--- config.mk ---
export PLATFORM = sky130hd
export DESIGN_NAME = in_order_release_buffer
export DESIGN_NICKNAME = d
export VERILOG_FILES = /design/src/design/iorb_pkg.sv /design/src/design/iorb_ctrl.sv /design/src/design/iorb_dp.sv /design/src/design/in_order_release_buffer.sv
export SDC_FILE = /design/constraint.sdc
export NUM_CORES = 1
export LEC_CHECK = 0
export ABC_AREA = 0
export BUFFER_PORTS_ARGS = -buffer_cell sky130_fd_sc_hd__buf_2
export CAP_MARGIN = 20
export CORE_MARGIN = 2
export CORE_UTILIZATION = 55
export CTS_BUF_LIST = sky130_fd_sc_hd__clkbuf_16
export CTS_CLUSTER_SIZE = 25
export DETAILED_ROUTE_END_ITERATION = 16
export HOLD_SLACK_MARGIN = 0.03
export PLACE_DENSITY = 0.72
export SYNTH_ARGS = -nofsm -noshare
export SYNTH_HDL_FRONTEND = slang
export SYNTH_SLANG_ARGS = --single-unit
export TNS_END_PERCENT = 30
--- constraint.sdc ---
create_clock -name i_clk -period 11.65 [get_ports i_clk]
set_clock_uncertainty 0.1 [all_clocks]
set_input_delay 0.5825 -clock i_clk [delete_from_list [all_inputs] [get_ports i_clk]]
set_output_delay 0.5825 -clock i_clk [all_outputs]
set_load 0.02 [all_outputs]
--- src/design/iorb_pkg.sv ---
package iorb_pkg;

    // Window ring and field widths
    localparam int WINDOW_DEPTH = 16;
    localparam int WIN_AW       = $clog2(WINDOW_DEPTH);
    localparam int IDX_W        = 32;
    localparam int PAY_W        = 32;
    localparam int KIND_W       = 3;
    localparam int OP_W         = 2;

    typedef enum logic [OP_W-1:0] {
        OP_ORDERED   = 2'd0,
        OP_UNORDERED = 2'd1,
        OP_ERROR     = 2'd2,
        OP_FLUSH     = 2'd3
    } t_op;

    typedef enum logic [KIND_W-1:0] {
        KIND_RELEASE    = 3'd0,
        KIND_LATE       = 3'd1,
        KIND_WARN       = 3'd2,
        KIND_FLUSH_DONE = 3'd3,
        KIND_OVERFLOW   = 3'd4
    } t_kind;

    // Controller to datapath
    typedef struct packed {
        logic load;
        logic exec;
        logic drain;
        logic flush;
        logic flush_done;
        logic finish;
    } t_cmd;

    // Datapath to controller
    typedef struct packed {
        logic in_seq;
        logic succ_valid;
        logic to_flush;
        logic flush_end;
    } t_stat;

    // Ring slot of base + off, both below the depth
    function automatic logic [WIN_AW-1:0] slot_add(input logic [WIN_AW-1:0] base,
                                                   input logic [WIN_AW-1:0] off);
        logic [WIN_AW:0] sum;
        sum = {1'b0, base} + {1'b0, off};
        if (sum >= (WIN_AW+1)'(WINDOW_DEPTH)) begin
            sum = sum - (WIN_AW+1)'(WINDOW_DEPTH);
        end
        return sum[WIN_AW-1:0];
    endfunction

endpackage

--- src/design/iorb_ctrl.sv ---
module iorb_ctrl (
    input  logic           i_clk,
    input  logic           i_rst_n,
    input  logic           i_start,
    input  iorb_pkg::t_stat i_stat,
    output iorb_pkg::t_cmd  o_cmd,
    output logic           o_busy
);
    import iorb_pkg::*;

    typedef enum logic [5:0] {
        S_IDLE   = 6'b000001,
        S_EXEC   = 6'b000010,
        S_DRAIN  = 6'b000100,
        S_FLUSH  = 6'b001000,
        S_FDONE  = 6'b010000,
        S_FINISH = 6'b100000
    } t_state;

    t_state r_state;
    t_state n_state;

    // Sequence the work of one item
    always_comb begin
        n_state = r_state;
        unique case (r_state)
            S_IDLE: begin
                if (i_start) begin
                    n_state = S_EXEC;
                end
            end
            S_EXEC: begin
                priority if (i_stat.to_flush) begin
                    n_state = S_FLUSH;
                end else if (i_stat.in_seq && i_stat.succ_valid) begin
                    n_state = S_DRAIN;
                end else begin
                    n_state = S_IDLE;
                end
            end
            S_DRAIN: begin
                if (!i_stat.succ_valid) begin
                    n_state = S_FINISH;
                end
            end
            S_FLUSH: begin
                if (i_stat.flush_end) begin
                    n_state = S_FDONE;
                end
            end
            S_FDONE:  n_state = S_IDLE;
            S_FINISH: n_state = S_IDLE;
            default:  n_state = S_IDLE;
        endcase
    end

    always_ff @(posedge i_clk) begin
        if (!i_rst_n) begin
            r_state <= S_IDLE;
        end else begin
            r_state <= n_state;
        end
    end

    // Decode commands
    assign o_busy            = (r_state != S_IDLE);
    assign o_cmd.load        = i_start && (r_state == S_IDLE);
    assign o_cmd.exec        = (r_state == S_EXEC);
    assign o_cmd.drain       = (r_state == S_DRAIN);
    assign o_cmd.flush       = (r_state == S_FLUSH);
    assign o_cmd.flush_done  = (r_state == S_FDONE);
    assign o_cmd.finish      = (r_state == S_FINISH);

endmodule

--- src/design/iorb_dp.sv ---
module iorb_dp (
    input  logic                          i_clk,
    input  logic                          i_rst_n,
    input  iorb_pkg::t_cmd                i_cmd,
    input  logic [iorb_pkg::OP_W-1:0]     i_operation,
    input  logic [iorb_pkg::IDX_W-1:0]    i_action_index,
    input  logic                          i_has_payload,
    input  logic [iorb_pkg::PAY_W-1:0]    i_payload_handle,
    output iorb_pkg::t_stat               o_stat,
    output logic                          o_valid,
    output logic [iorb_pkg::KIND_W-1:0]   o_result_kind,
    output logic                          o_error_stream,
    output logic [iorb_pkg::PAY_W-1:0]    o_released_payload,
    output logic [iorb_pkg::IDX_W-1:0]    o_released_index,
    output logic                          o_last_of_run
);
    import iorb_pkg::*;

    // Latched item
    logic [OP_W-1:0]   r_op;
    logic [IDX_W-1:0]  r_idx;
    logic              r_has;
    logic [PAY_W-1:0]  r_pay;

    // Ordering state
    logic [IDX_W-1:0]        r_next,  n_next;
    logic [WIN_AW-1:0]       r_head,  n_head;
    logic [WINDOW_DEPTH-1:0] r_held_valid, n_held_valid;
    logic                    r_held_has [WINDOW_DEPTH];
    logic [PAY_W-1:0]        r_held_pay [WINDOW_DEPTH];
    logic [WIN_AW-1:0]       r_off,   n_off;

    // Pending release, kept back until it is known whether more follow
    logic              r_pend_valid, n_pend_valid;
    logic [PAY_W-1:0]  r_pend_pay,   n_pend_pay;
    logic [IDX_W-1:0]  r_pend_idx,   n_pend_idx;

    // Output beat
    logic              r_out_valid, n_out_valid;
    logic [KIND_W-1:0] r_out_kind,  n_out_kind;
    logic              r_out_err,   n_out_err;
    logic [PAY_W-1:0]  r_out_pay,   n_out_pay;
    logic [IDX_W-1:0]  r_out_idx,   n_out_idx;
    logic              r_out_last,  n_out_last;

    // Ring write port
    logic              wr_en;
    logic [WIN_AW-1:0] wr_slot;

    logic [IDX_W-1:0]  idx_gap;
    logic [WIN_AW-1:0] head1;
    logic [WIN_AW-1:0] rd_slot;
    logic              rd_has;
    logic [PAY_W-1:0]  rd_pay;
    logic              any_held;

    assign idx_gap  = r_idx - r_next;
    assign head1    = slot_add(r_head, WIN_AW'(1));
    assign any_held = |r_held_valid;
    assign rd_slot  = i_cmd.flush ? slot_add(r_head, r_off) : r_head;
    assign rd_has   = r_held_has[rd_slot];
    assign rd_pay   = r_held_pay[rd_slot];
    assign wr_slot  = slot_add(r_head, idx_gap[WIN_AW-1:0]);

    assign o_stat.in_seq     = (r_op == OP_ORDERED) && (idx_gap == '0);
    assign o_stat.succ_valid = r_held_valid[head1];
    assign o_stat.to_flush   = (r_op == OP_FLUSH) && any_held;
    assign o_stat.flush_end  = (r_off == WIN_AW'(WINDOW_DEPTH - 1));

    // Decide next state and output beat
    always_comb begin
        n_next       = r_next;
        n_head       = r_head;
        n_held_valid = r_held_valid;
        n_off        = r_off;
        n_pend_valid = r_pend_valid;
        n_pend_pay   = r_pend_pay;
        n_pend_idx   = r_pend_idx;
        n_out_valid  = 1'b0;
        n_out_kind   = r_out_kind;
        n_out_err    = 1'b0;
        n_out_pay    = '0;
        n_out_idx    = '0;
        n_out_last   = 1'b1;
        wr_en        = 1'b0;

        priority if (i_cmd.exec) begin
            unique case (r_op)
                OP_FLUSH: begin
                    n_out_valid = 1'b1;
                    if (any_held) begin
                        n_out_kind = KIND_WARN;
                        n_out_err  = 1'b1;
                        n_out_last = 1'b0;
                        n_off      = WIN_AW'(1);
                    end else begin
                        n_out_kind = KIND_FLUSH_DONE;
                        n_next     = '0;
                        n_head     = '0;
                    end
                end
                OP_ERROR, OP_UNORDERED: begin
                    n_out_valid = r_has;
                    n_out_kind  = KIND_RELEASE;
                    n_out_err   = (r_op == OP_ERROR);
                    n_out_pay   = r_pay;
                end
                default: begin
                    priority if (idx_gap == '0) begin
                        n_next = r_next + IDX_W'(1);
                        n_head = head1;
                        if (r_has) begin
                            if (r_held_valid[head1]) begin
                                n_pend_valid = 1'b1;
                                n_pend_pay   = r_pay;
                                n_pend_idx   = r_idx;
                            end else begin
                                n_out_valid = 1'b1;
                                n_out_kind  = KIND_RELEASE;
                                n_out_pay   = r_pay;
                                n_out_idx   = r_idx;
                            end
                        end
                    end else if (idx_gap[IDX_W-1]) begin
                        n_out_valid = 1'b1;
                        n_out_kind  = KIND_LATE;
                        n_out_pay   = r_pay;
                        n_out_idx   = r_idx;
                    end else if (idx_gap < IDX_W'(WINDOW_DEPTH)) begin
                        wr_en                 = 1'b1;
                        n_held_valid[wr_slot] = 1'b1;
                    end else begin
                        n_out_valid = 1'b1;
                        n_out_kind  = KIND_OVERFLOW;
                        n_out_pay   = r_pay;
                        n_out_idx   = r_idx;
                    end
                end
            endcase
        end else if (i_cmd.drain) begin
            // Free the entry at the head, pend its payload, then advance
            n_held_valid[r_head] = 1'b0;
            n_next = r_next + IDX_W'(1);
            n_head = head1;
            if (rd_has) begin
                if (r_pend_valid) begin
                    n_out_valid = 1'b1;
                    n_out_kind  = KIND_RELEASE;
                    n_out_pay   = r_pend_pay;
                    n_out_idx   = r_pend_idx;
                    n_out_last  = 1'b0;
                end
                n_pend_valid = 1'b1;
                n_pend_pay   = rd_pay;
                n_pend_idx   = r_next;
            end
        end else if (i_cmd.finish) begin
            n_out_valid  = r_pend_valid;
            n_out_kind   = KIND_RELEASE;
            n_out_pay    = r_pend_pay;
            n_out_idx    = r_pend_idx;
            n_pend_valid = 1'b0;
        end else if (i_cmd.flush) begin
            // Walk the window, skip gaps
            n_off = r_off + WIN_AW'(1);
            if (r_held_valid[rd_slot] && rd_has) begin
                n_out_valid = 1'b1;
                n_out_kind  = KIND_RELEASE;
                n_out_pay   = rd_pay;
                n_out_idx   = r_next + IDX_W'(r_off);
                n_out_last  = 1'b0;
            end
        end else if (i_cmd.flush_done) begin
            n_out_valid  = 1'b1;
            n_out_kind   = KIND_FLUSH_DONE;
            n_held_valid = '0;
            n_next       = '0;
            n_head       = '0;
        end else begin
            n_out_valid = 1'b0;
        end
    end

    // Control registers
    always_ff @(posedge i_clk) begin
        if (!i_rst_n) begin
            r_next       <= '0;
            r_head       <= '0;
            r_held_valid <= '0;
            r_off        <= '0;
            r_pend_valid <= 1'b0;
            r_out_valid  <= 1'b0;
        end else begin
            r_next       <= n_next;
            r_head       <= n_head;
            r_held_valid <= n_held_valid;
            r_off        <= n_off;
            r_pend_valid <= n_pend_valid;
            r_out_valid  <= n_out_valid;
        end
    end

    // Payload registers
    always_ff @(posedge i_clk) begin
        if (i_cmd.load) begin
            r_op  <= i_operation;
            r_idx <= i_action_index;
            r_has <= i_has_payload;
            r_pay <= i_has_payload ? i_payload_handle : '0;
        end
        if (wr_en) begin
            r_held_has[wr_slot] <= r_has;
            r_held_pay[wr_slot] <= r_pay;
        end
        r_pend_pay <= n_pend_pay;
        r_pend_idx <= n_pend_idx;
        r_out_kind <= n_out_kind;
        r_out_err  <= n_out_err;
        r_out_pay  <= n_out_pay;
        r_out_idx  <= n_out_idx;
        r_out_last <= n_out_last;
    end

    assign o_valid            = r_out_valid;
    assign o_result_kind      = r_out_kind;
    assign o_error_stream     = r_out_err;
    assign o_released_payload = r_out_pay;
    assign o_released_index   = r_out_idx;
    assign o_last_of_run      = r_out_last;

endmodule

--- src/design/in_order_release_buffer.sv ---
// In-order release buffer.
// Input: present a completion record on i_operation, i_action_index,
// i_has_payload and i_payload_handle with i_start high; it is taken at the
// clock edge where i_start is high and o_busy is low.
// Output: each result beat sits on the o_ result ports for exactly one cycle
// with o_valid high; o_last_of_run marks the final beat caused by a record.
// The receiver cannot stall, so results are never held back or dropped.
// Result beats are registered: the record is latched at the accepting edge
// and a beat decided while it executes is held in the output registers.
// No new record is taken while o_busy is high. An in-sequence record that
// frees held successors drains them: the drain walks the window ring one
// entry per cycle, and the final beat leaves from the finish state. A flush
// with entries held scans window offsets 1 to WINDOW_DEPTH - 1, then flush
// done follows.
// Reset (synchronous, active low) clears the expected index to zero, the
// held-valid bits and all pending beats; held payloads need no clearing.
module in_order_release_buffer (
    input  logic                          i_clk,
    input  logic                          i_rst_n,
    input  logic                          i_start,
    output logic                          o_busy,
    input  logic [iorb_pkg::OP_W-1:0]     i_operation,
    input  logic [iorb_pkg::IDX_W-1:0]    i_action_index,
    input  logic                          i_has_payload,
    input  logic [iorb_pkg::PAY_W-1:0]    i_payload_handle,
    output logic                          o_valid,
    output logic [iorb_pkg::KIND_W-1:0]   o_result_kind,
    output logic                          o_error_stream,
    output logic [iorb_pkg::PAY_W-1:0]    o_released_payload,
    output logic [iorb_pkg::IDX_W-1:0]    o_released_index,
    output logic                          o_last_of_run
);
    import iorb_pkg::*;

    t_cmd  cmd;
    t_stat stat;

    // Sequencer
    iorb_ctrl u_ctrl (
        .i_clk   (i_clk),
        .i_rst_n (i_rst_n),
        .i_start (i_start),
        .i_stat  (stat),
        .o_cmd   (cmd),
        .o_busy  (o_busy)
    );

    // Window ring and result path
    iorb_dp u_dp (
        .i_clk              (i_clk),
        .i_rst_n            (i_rst_n),
        .i_cmd              (cmd),
        .i_operation        (i_operation),
        .i_action_index     (i_action_index),
        .i_has_payload      (i_has_payload),
        .i_payload_handle   (i_payload_handle),
        .o_stat             (stat),
        .o_valid            (o_valid),
        .o_result_kind      (o_result_kind),
        .o_error_stream     (o_error_stream),
        .o_released_payload (o_released_payload),
        .o_released_index   (o_released_index),
        .o_last_of_run      (o_last_of_run)
    );

endmodule
==> Word level (Yosys, flattened, before mapping) <==
Memories as Yosys holds them, arrays and structs flattened.
Cells that the tools add are included.
{ "totals": {"wordCells": 248, "rom_bits": 0, "mem_bits_rw": 528, "reg_bits": 264, "in_bits": 70, "mem_count": 2, "latchBits": 0} }
{ "op_classes": {"magnitude_cmp": 10, "n_addsub": 10, "n_eq_ne": 36, "reduce_logical": 25, "n_div": 0, "muxes": 144, "shift": 0, "n_mul": 0, "n_bitwise": 3} }
{ "mem_list": {"columns": ["name", "depth", "width", "read_ports", "rd_ports_with_merged_regs", "wr", "line", "source"], "rows": [
  ["u_dp.r_held_pay", 16, 32, 1, 0, 1, "iorb_dp.sv:30", "logic [PAY_W-1:0] r_held_pay [WINDOW_DEPTH];"],
  ["u_dp.r_held_has", 16, 1, 1, 0, 1, "iorb_dp.sv:29", "logic r_held_has [WINDOW_DEPTH];"]
]} }
{ "ops": {"columns": ["op", "n"], "rows": [
  ["$mux 32", 46],
  ["$mux 16", 9],
  ["$pmux 32 s2", 2],
  ["$mux 4", 17],
  ["$mux 1", 43],
  ["$mux 3", 14],
  ["$add 32x1->32 const B", 1],
  ["$add 32x4->32", 1],
  ["$logic_not 32->1", 1],
  ["$lt 32x5->1 const B", 1],
  ["$sub 32x32->32", 1],
  ["$mux 6", 4],
  ["$pmux 6 s4", 1],
  ["$lt 4x5->1 const B", 4],
  ["$reduce_and 6->1", 3],
  ["$and 16x16->16", 1],
  ["$ne 2x1->1 const B", 8],
  ["$not 16->16", 1],
  ["$or 16x16->16", 1],
  ["$reduce_or 16->1", 1],
  ["$ge 5x5->1 const B", 3],
  ["$ne 2x2->1 const B", 7],
  ["$reduce_and 7->1", 2],
  ["$ne 3x1->1 const B", 4],
  ["other kinds (33)", 52]
]} }

==> Longest topological paths before layout <==
{ "logic_depth": {"depth_word": 14, "depth_mapped": 15, "mapped_depth_nobuf": 13} }

==> By module <==
Synthesis repeated with hierarchy kept, for this count alone.
{ "unflattened": {"hier_cells": 2357, "area_unflattened_um2": 34380.5} }
{ "by_module_without_submodules": {"columns": ["mod", "area_each_um2", "instances", "cells_each", "seq_area_each_um2"], "rows": [
  ["iorb_dp", 33991.4, 1, 2311, 22361.4],
  ["iorb_ctrl", 389.1, 1, 46, 120.1]
]} }

==> Worst setup path after synthesis <==
OpenSTA, ideal clock, no wires.
{ "synth_timing": {"kind": "reg2reg", "start": "reg u_dp.r_next[4]", "end": "reg u_dp.r_pend_idx[0] (enable)", "synth_period_minus_slack_ps": 6834, "stages_incl_launch_ff": 15, "slack_ps": 4816, "t_required_ps": 11056, "arrival_ps": 6240, "path_buffers": 2, "cell_sequence": "dfxtp_1 clkbuf_1 inv_1 ha_1 a21o_1 a21oi_2 a211oi_1 or4_1 a22o_1 or4_1 nor4b_4 and3_1 buf_2 a21oi_1 nor2b_1"} }
{ "synth_via": {"elab_chain_len": 4} }
{ "synth_lines": {"columns": ["item", "line", "source"], "rows": [
  ["start: declaration", "iorb_dp.sv:26", "logic [IDX_W-1:0] r_next, n_next;"],
  ["start signal: assignment", "iorb_dp.sv:194", "r_next <= n_next;"],
  ["$sub 32x32->32", "iorb_dp.sv:57", "assign idx_gap = r_idx - r_next;"],
  ["$logic_not 32->1", "iorb_dp.sv:109", "priority if (idx_gap == '0) begin"],
  ["$ne 2x1->1 (no line)", null, null],
  ["$reduce_and 6->1 (no line)", null, null],
  ["end signal: assignment", "iorb_dp.sv:216", "r_pend_idx <= n_pend_idx;"],
  ["end: declaration", "iorb_dp.sv:36", "logic [IDX_W-1:0] r_pend_idx, n_pend_idx;"]
]} }
No other way between the ends.
A chain may end at the register's enable or synchronous reset.

==> Worst setup path in the final report <==
{ "layout_timing": {"start": "reg u_dp.r_next[19]", "end": "reg u_dp.r_pend_pay[3] (enable)"} }
{ "layout_via": {"elab_chain_len": 4} }
{ "layout_lines": {"columns": ["item", "line", "source"], "rows": [
  ["$sub 32x32->32", "iorb_dp.sv:57", null],
  ["$logic_not 32->1", "iorb_dp.sv:109", null],
  ["$ne 2x1->1 (no line)", null, null],
  ["$reduce_and 6->1 (no line)", null, null],
  ["end signal: assignment", "iorb_dp.sv:215", "r_pend_pay <= n_pend_pay;"],
  ["end: declaration", "iorb_dp.sv:35", "logic [PAY_W-1:0] r_pend_pay, n_pend_pay;"]
]} }
No other way between the ends.

==> out/results.tsv <==
stage	metric	value	unit
clock_tree	clkTransAtPathRegs	0.06	ns
routing	wl_per_cell	23.6	µm
sta	final_hold_viol_count	0	
floorplan	rows	92	
logic_synthesis	ys_seq_area_share	63.5	%
logic_synthesis	synth_ff_type	edfxtp_1	
clock_tree	clockBufferDepth	3	
grt	grt_pass1_wl	149000	µm
routing	drcViolationCount	0	
floorplan	die_w	258	µm
critical_path	cp.required	11.81	ns
logic_synthesis	synth_top_cell_by_area	edfxtp_1	
routing	ant_nets	0	
logic_synthesis	ys.warnings.count	0	
floorplan	start_util	55.9	%
logic_synthesis	ys_async_sr_fraction	0	%
clock_tree	cts_root_buffer	clkbuf_16	
routing	drtIter0Drc	3149	
routing	drtPass1Iterations	6	
grt	grt-ovfl-total	0	
power_and_ir_drop	power.density	150	nW/µm²
logic_synthesis	synthTopCellsByArea	edfxtp_1, nand2_1, dfxtp_1	
sta	setup_viol	0	
sta	period_share	56.1	%
clock_tree	cts_num_sinks	792	
logic_synthesis	ys_ff_latch	792	
clock_tree	cts_made_buffers	82	
grt	grt_use_total	29.0	%
clock_tree	h-tree-depth	3	
hold_path	min_path_type	in -> reg	
critical_path	start_kind	flop	
logic_synthesis	synth_cell_type_count	72	
clock_tree	tritoncts	done	
finish	fillers	4871	
floorplan	die_h	258	µm
routing	via_per_inst	6.31	
sta	tightestPinTransition	1.08	ns
critical_path	worst_ep_arrival_time	6.69	ns
job	drv_cap	0	
placed_design	io_buffers	140	
critical_path	worst-path-max-fanout	43	
placed_design	post-place-ws	5.22	ns
finish	nNetsFinal	3344	
power_and_ir_drop	ir_drop	0.123	mV
logic_synthesis	syn_avg_cell_area	11.3	µm²
sta	max_freq	153	MHz
floorplan	io_pins	141	
sta	layout_min_cycle_time	6.53	ns
critical_path	cp-end-kind	flop	
hold_path	hold_path_depth	1	
critical_path	r2r_cells	14	
routing	routed_wirelength	97700	µm
finish	drive_gt1_share	10.9	%
floorplan	die_area	66400	µm²
logic_synthesis	synth_enable_flop_cells	662	
clock_tree	clk_latency	0.64	ns
power_and_ir_drop	total_power	6.00	mW
critical_path	critPathSlowestCell	buf_4	
grt	antenna_found_initial	2	
routing	dr_total_vias	26093	
power_and_ir_drop	p_leak	14.0	nW
floorplan	core	63300	µm²
grt	grt_pass1_vias	25319	
logic_synthesis	synth_nets	3242	
sta	relSlewSlack	28.1	%
run_status	outcome	complete, no violations	
placed_design	dp_hpwl	58300	µm
critical_path	path_cells	inv_1 -> ha_1 -> o21ai_0 -> a22oi_1 -> a31oi_1 -> a2111oi_0 -> buf_1 -> nand3_1 -> or4_1 -> nor4b_4 -> and3_1 -> a21oi_1 -> nor2b_4 -> buf_4	
logic_synthesis	synth_cells	3119	
sta	rsz0062_at_grt	no	
sta	fin_ws	5.12	ns
logic_synthesis	netlist.area_leader.share	56.2	%
sta	setup_tns	0	ns
finish	syn_to_final_growth	12.8	%
finish	num_antenna_cells	0	
critical_path	max_stage_delay	0.73	ns
placed_design	place.gp.congestion	0.944	
logic_synthesis	syn_area	35400	µm²
grt	grt_max_degree	186	
sta	slew_violations	0	
critical_path	worstSetupPathType	reg -> reg	
## cell usage in the layout (no fill, tap or decap), types with 48 or more instances in the layout
master     instances
and3_1            73
clkbuf_16         84
ha_1              49
nand2_1          778
nor2_1            73
inv_1             86
buf_4             50
a311oi_1          94
o21ai_0          108
buf_2            140
xnor2_1           48
edfxtp_1         662
mux2i_1           65
a21oi_1           57
nand3_1          189
a31oi_1           53
dfxtp_1          130
## layout make-up
| cell class | instances | area [µm²] | share of cell area [%] |
|---|---|---|---|
| flip-flops and latches | 792 | 22500 | 56.3 |
| multi-input cells | 2065 | 12100 | 30.4 |
| clock buffers | 84 | 2100 | 5.26 |
| repair buffers | 222 | 1440 | 3.59 |
| well taps | 846 | 1060 | 2.65 |
| clock inverters | 69 | 512 | 1.28 |
| inverters | 58 | 218 | 0.545 |
## final timing paths
| kind | start | endpoint | slack [ns] |
|---|---|---|---|
| hold reg to reg | u_dp.r_pend_pay[17] | u_dp.o_released_payload[17] | 0.35 |
| setup reg to reg | u_dp.r_next[19] | u_dp.r_pend_pay[3] | 5.12 |
| setup / recovery | u_dp.r_next[19] | u_dp.r_pend_pay[3] | 5.12 |
| hold / removal | i_action_index[11] | u_dp.r_idx[11] | 0.06 |
## Yosys cell counts, drive strengths merged, types with 6 or more instances
cell type	n
xnor2	49
nor3b	6
nand3	189
mux4	6
nor3	63
a31oi	53
and2	41
nor2b	9
o31ai	6
o211ai	10
or3	6
o221ai	32
a211oi	37
edfxtp	662
buf	20
inv	56
o21a	17
nor2	75
a2111oi	10
a21o	13
a22oi	33
dfxtp	130
nand2	778
xor2	10
nand4	28
mux2i	65
nor4	22
o21ai	118
a211o	37
o2bb2ai	7
a311oi	94
ha	49
clkbuf	184
a21oi	61
and3	73
## flip-flops by register name (all words and copies together) (netlist names), 6 cells and up
signal and count:
u_dp.o_released_index 32, u_dp.r_pend_idx 32, u_dp.o_released_payload 32, u_dp.r_next 32
u_ctrl.r_state 6, u_dp.r_idx 32, u_dp.r_held_has 16, u_dp.r_pend_pay 32
u_dp.r_pay 32, u_dp.r_held_valid 16, u_dp.r_held_pay 512
## routing by layer
metal / global-route usage [%] / wire length, µm / vias up
li1: - / - / 11776
met1: 41.9 / 41500 / 12808
met2: 45.4 / 45100 / 1331
met3: 4.12 / 8390 / 178
met4: 10.0 / 2770 / 0
met5: 0 / 0 / -
## per-stage QoR
| step | hold WS, ns | instance area [µm²] | util [%] | instances |
|---|---|---|---|---|
| floorplan | 0.325 | 35400 | - | 3119 |
| finish | 0.0644 | 39900 | 63.1 | 4136 |
| global placement | 0.338 | 37000 | 58.4 | 3952 |
| detailed placement | 0.343 | 37000 | 58.4 | 3953 |
| global route | 0.0500 | 39900 | 63.1 | 4136 |
| CTS | 0.0350 | 39900 | 63.0 | 4134 |
## repair_timing
item,CTS,global route
setup buffers,0,0
hold buffers,28,0
resized for setup,0,0
endpoints found under the hold margin,28,0
## worst max-delay path: cells and delay by family, from the launching register on
kind	cells	cell delay [ns]
AOI/OAI and AO/OA	5	1.42
and+or+nand+nor	5	2.45
adders and majority gates	1	0.52
buffers and inverters	3	1.10
DFF	1	0.48
## power breakdown
group	leakage [nW]	switching [mW]	internal (mW)	total [mW]
logic	5.64	0.203	0.0996	0.302
registers	7.02	0.0558	3.11	3.17
clock network	1.38	1.10	1.43	2.53
## cell families (layout without fill, tap and decap cells)
kind of cell | after synthesis | in the layout | share of synthesized area, %
flops | 792 | 792 | 63.5
xor+xnor | 59 | 59 | 1.46
fa+ha+maj | 53 | 53 | 1.96
mux | 75 | 75 | 2.35
buf+inv | 262 | 433 | 2.84
simple gates | 1320 | 1320 | 16.6
compound gates | 558 | 558 | 11.3
No activity file was read; power rests on OpenSTA's default activity.
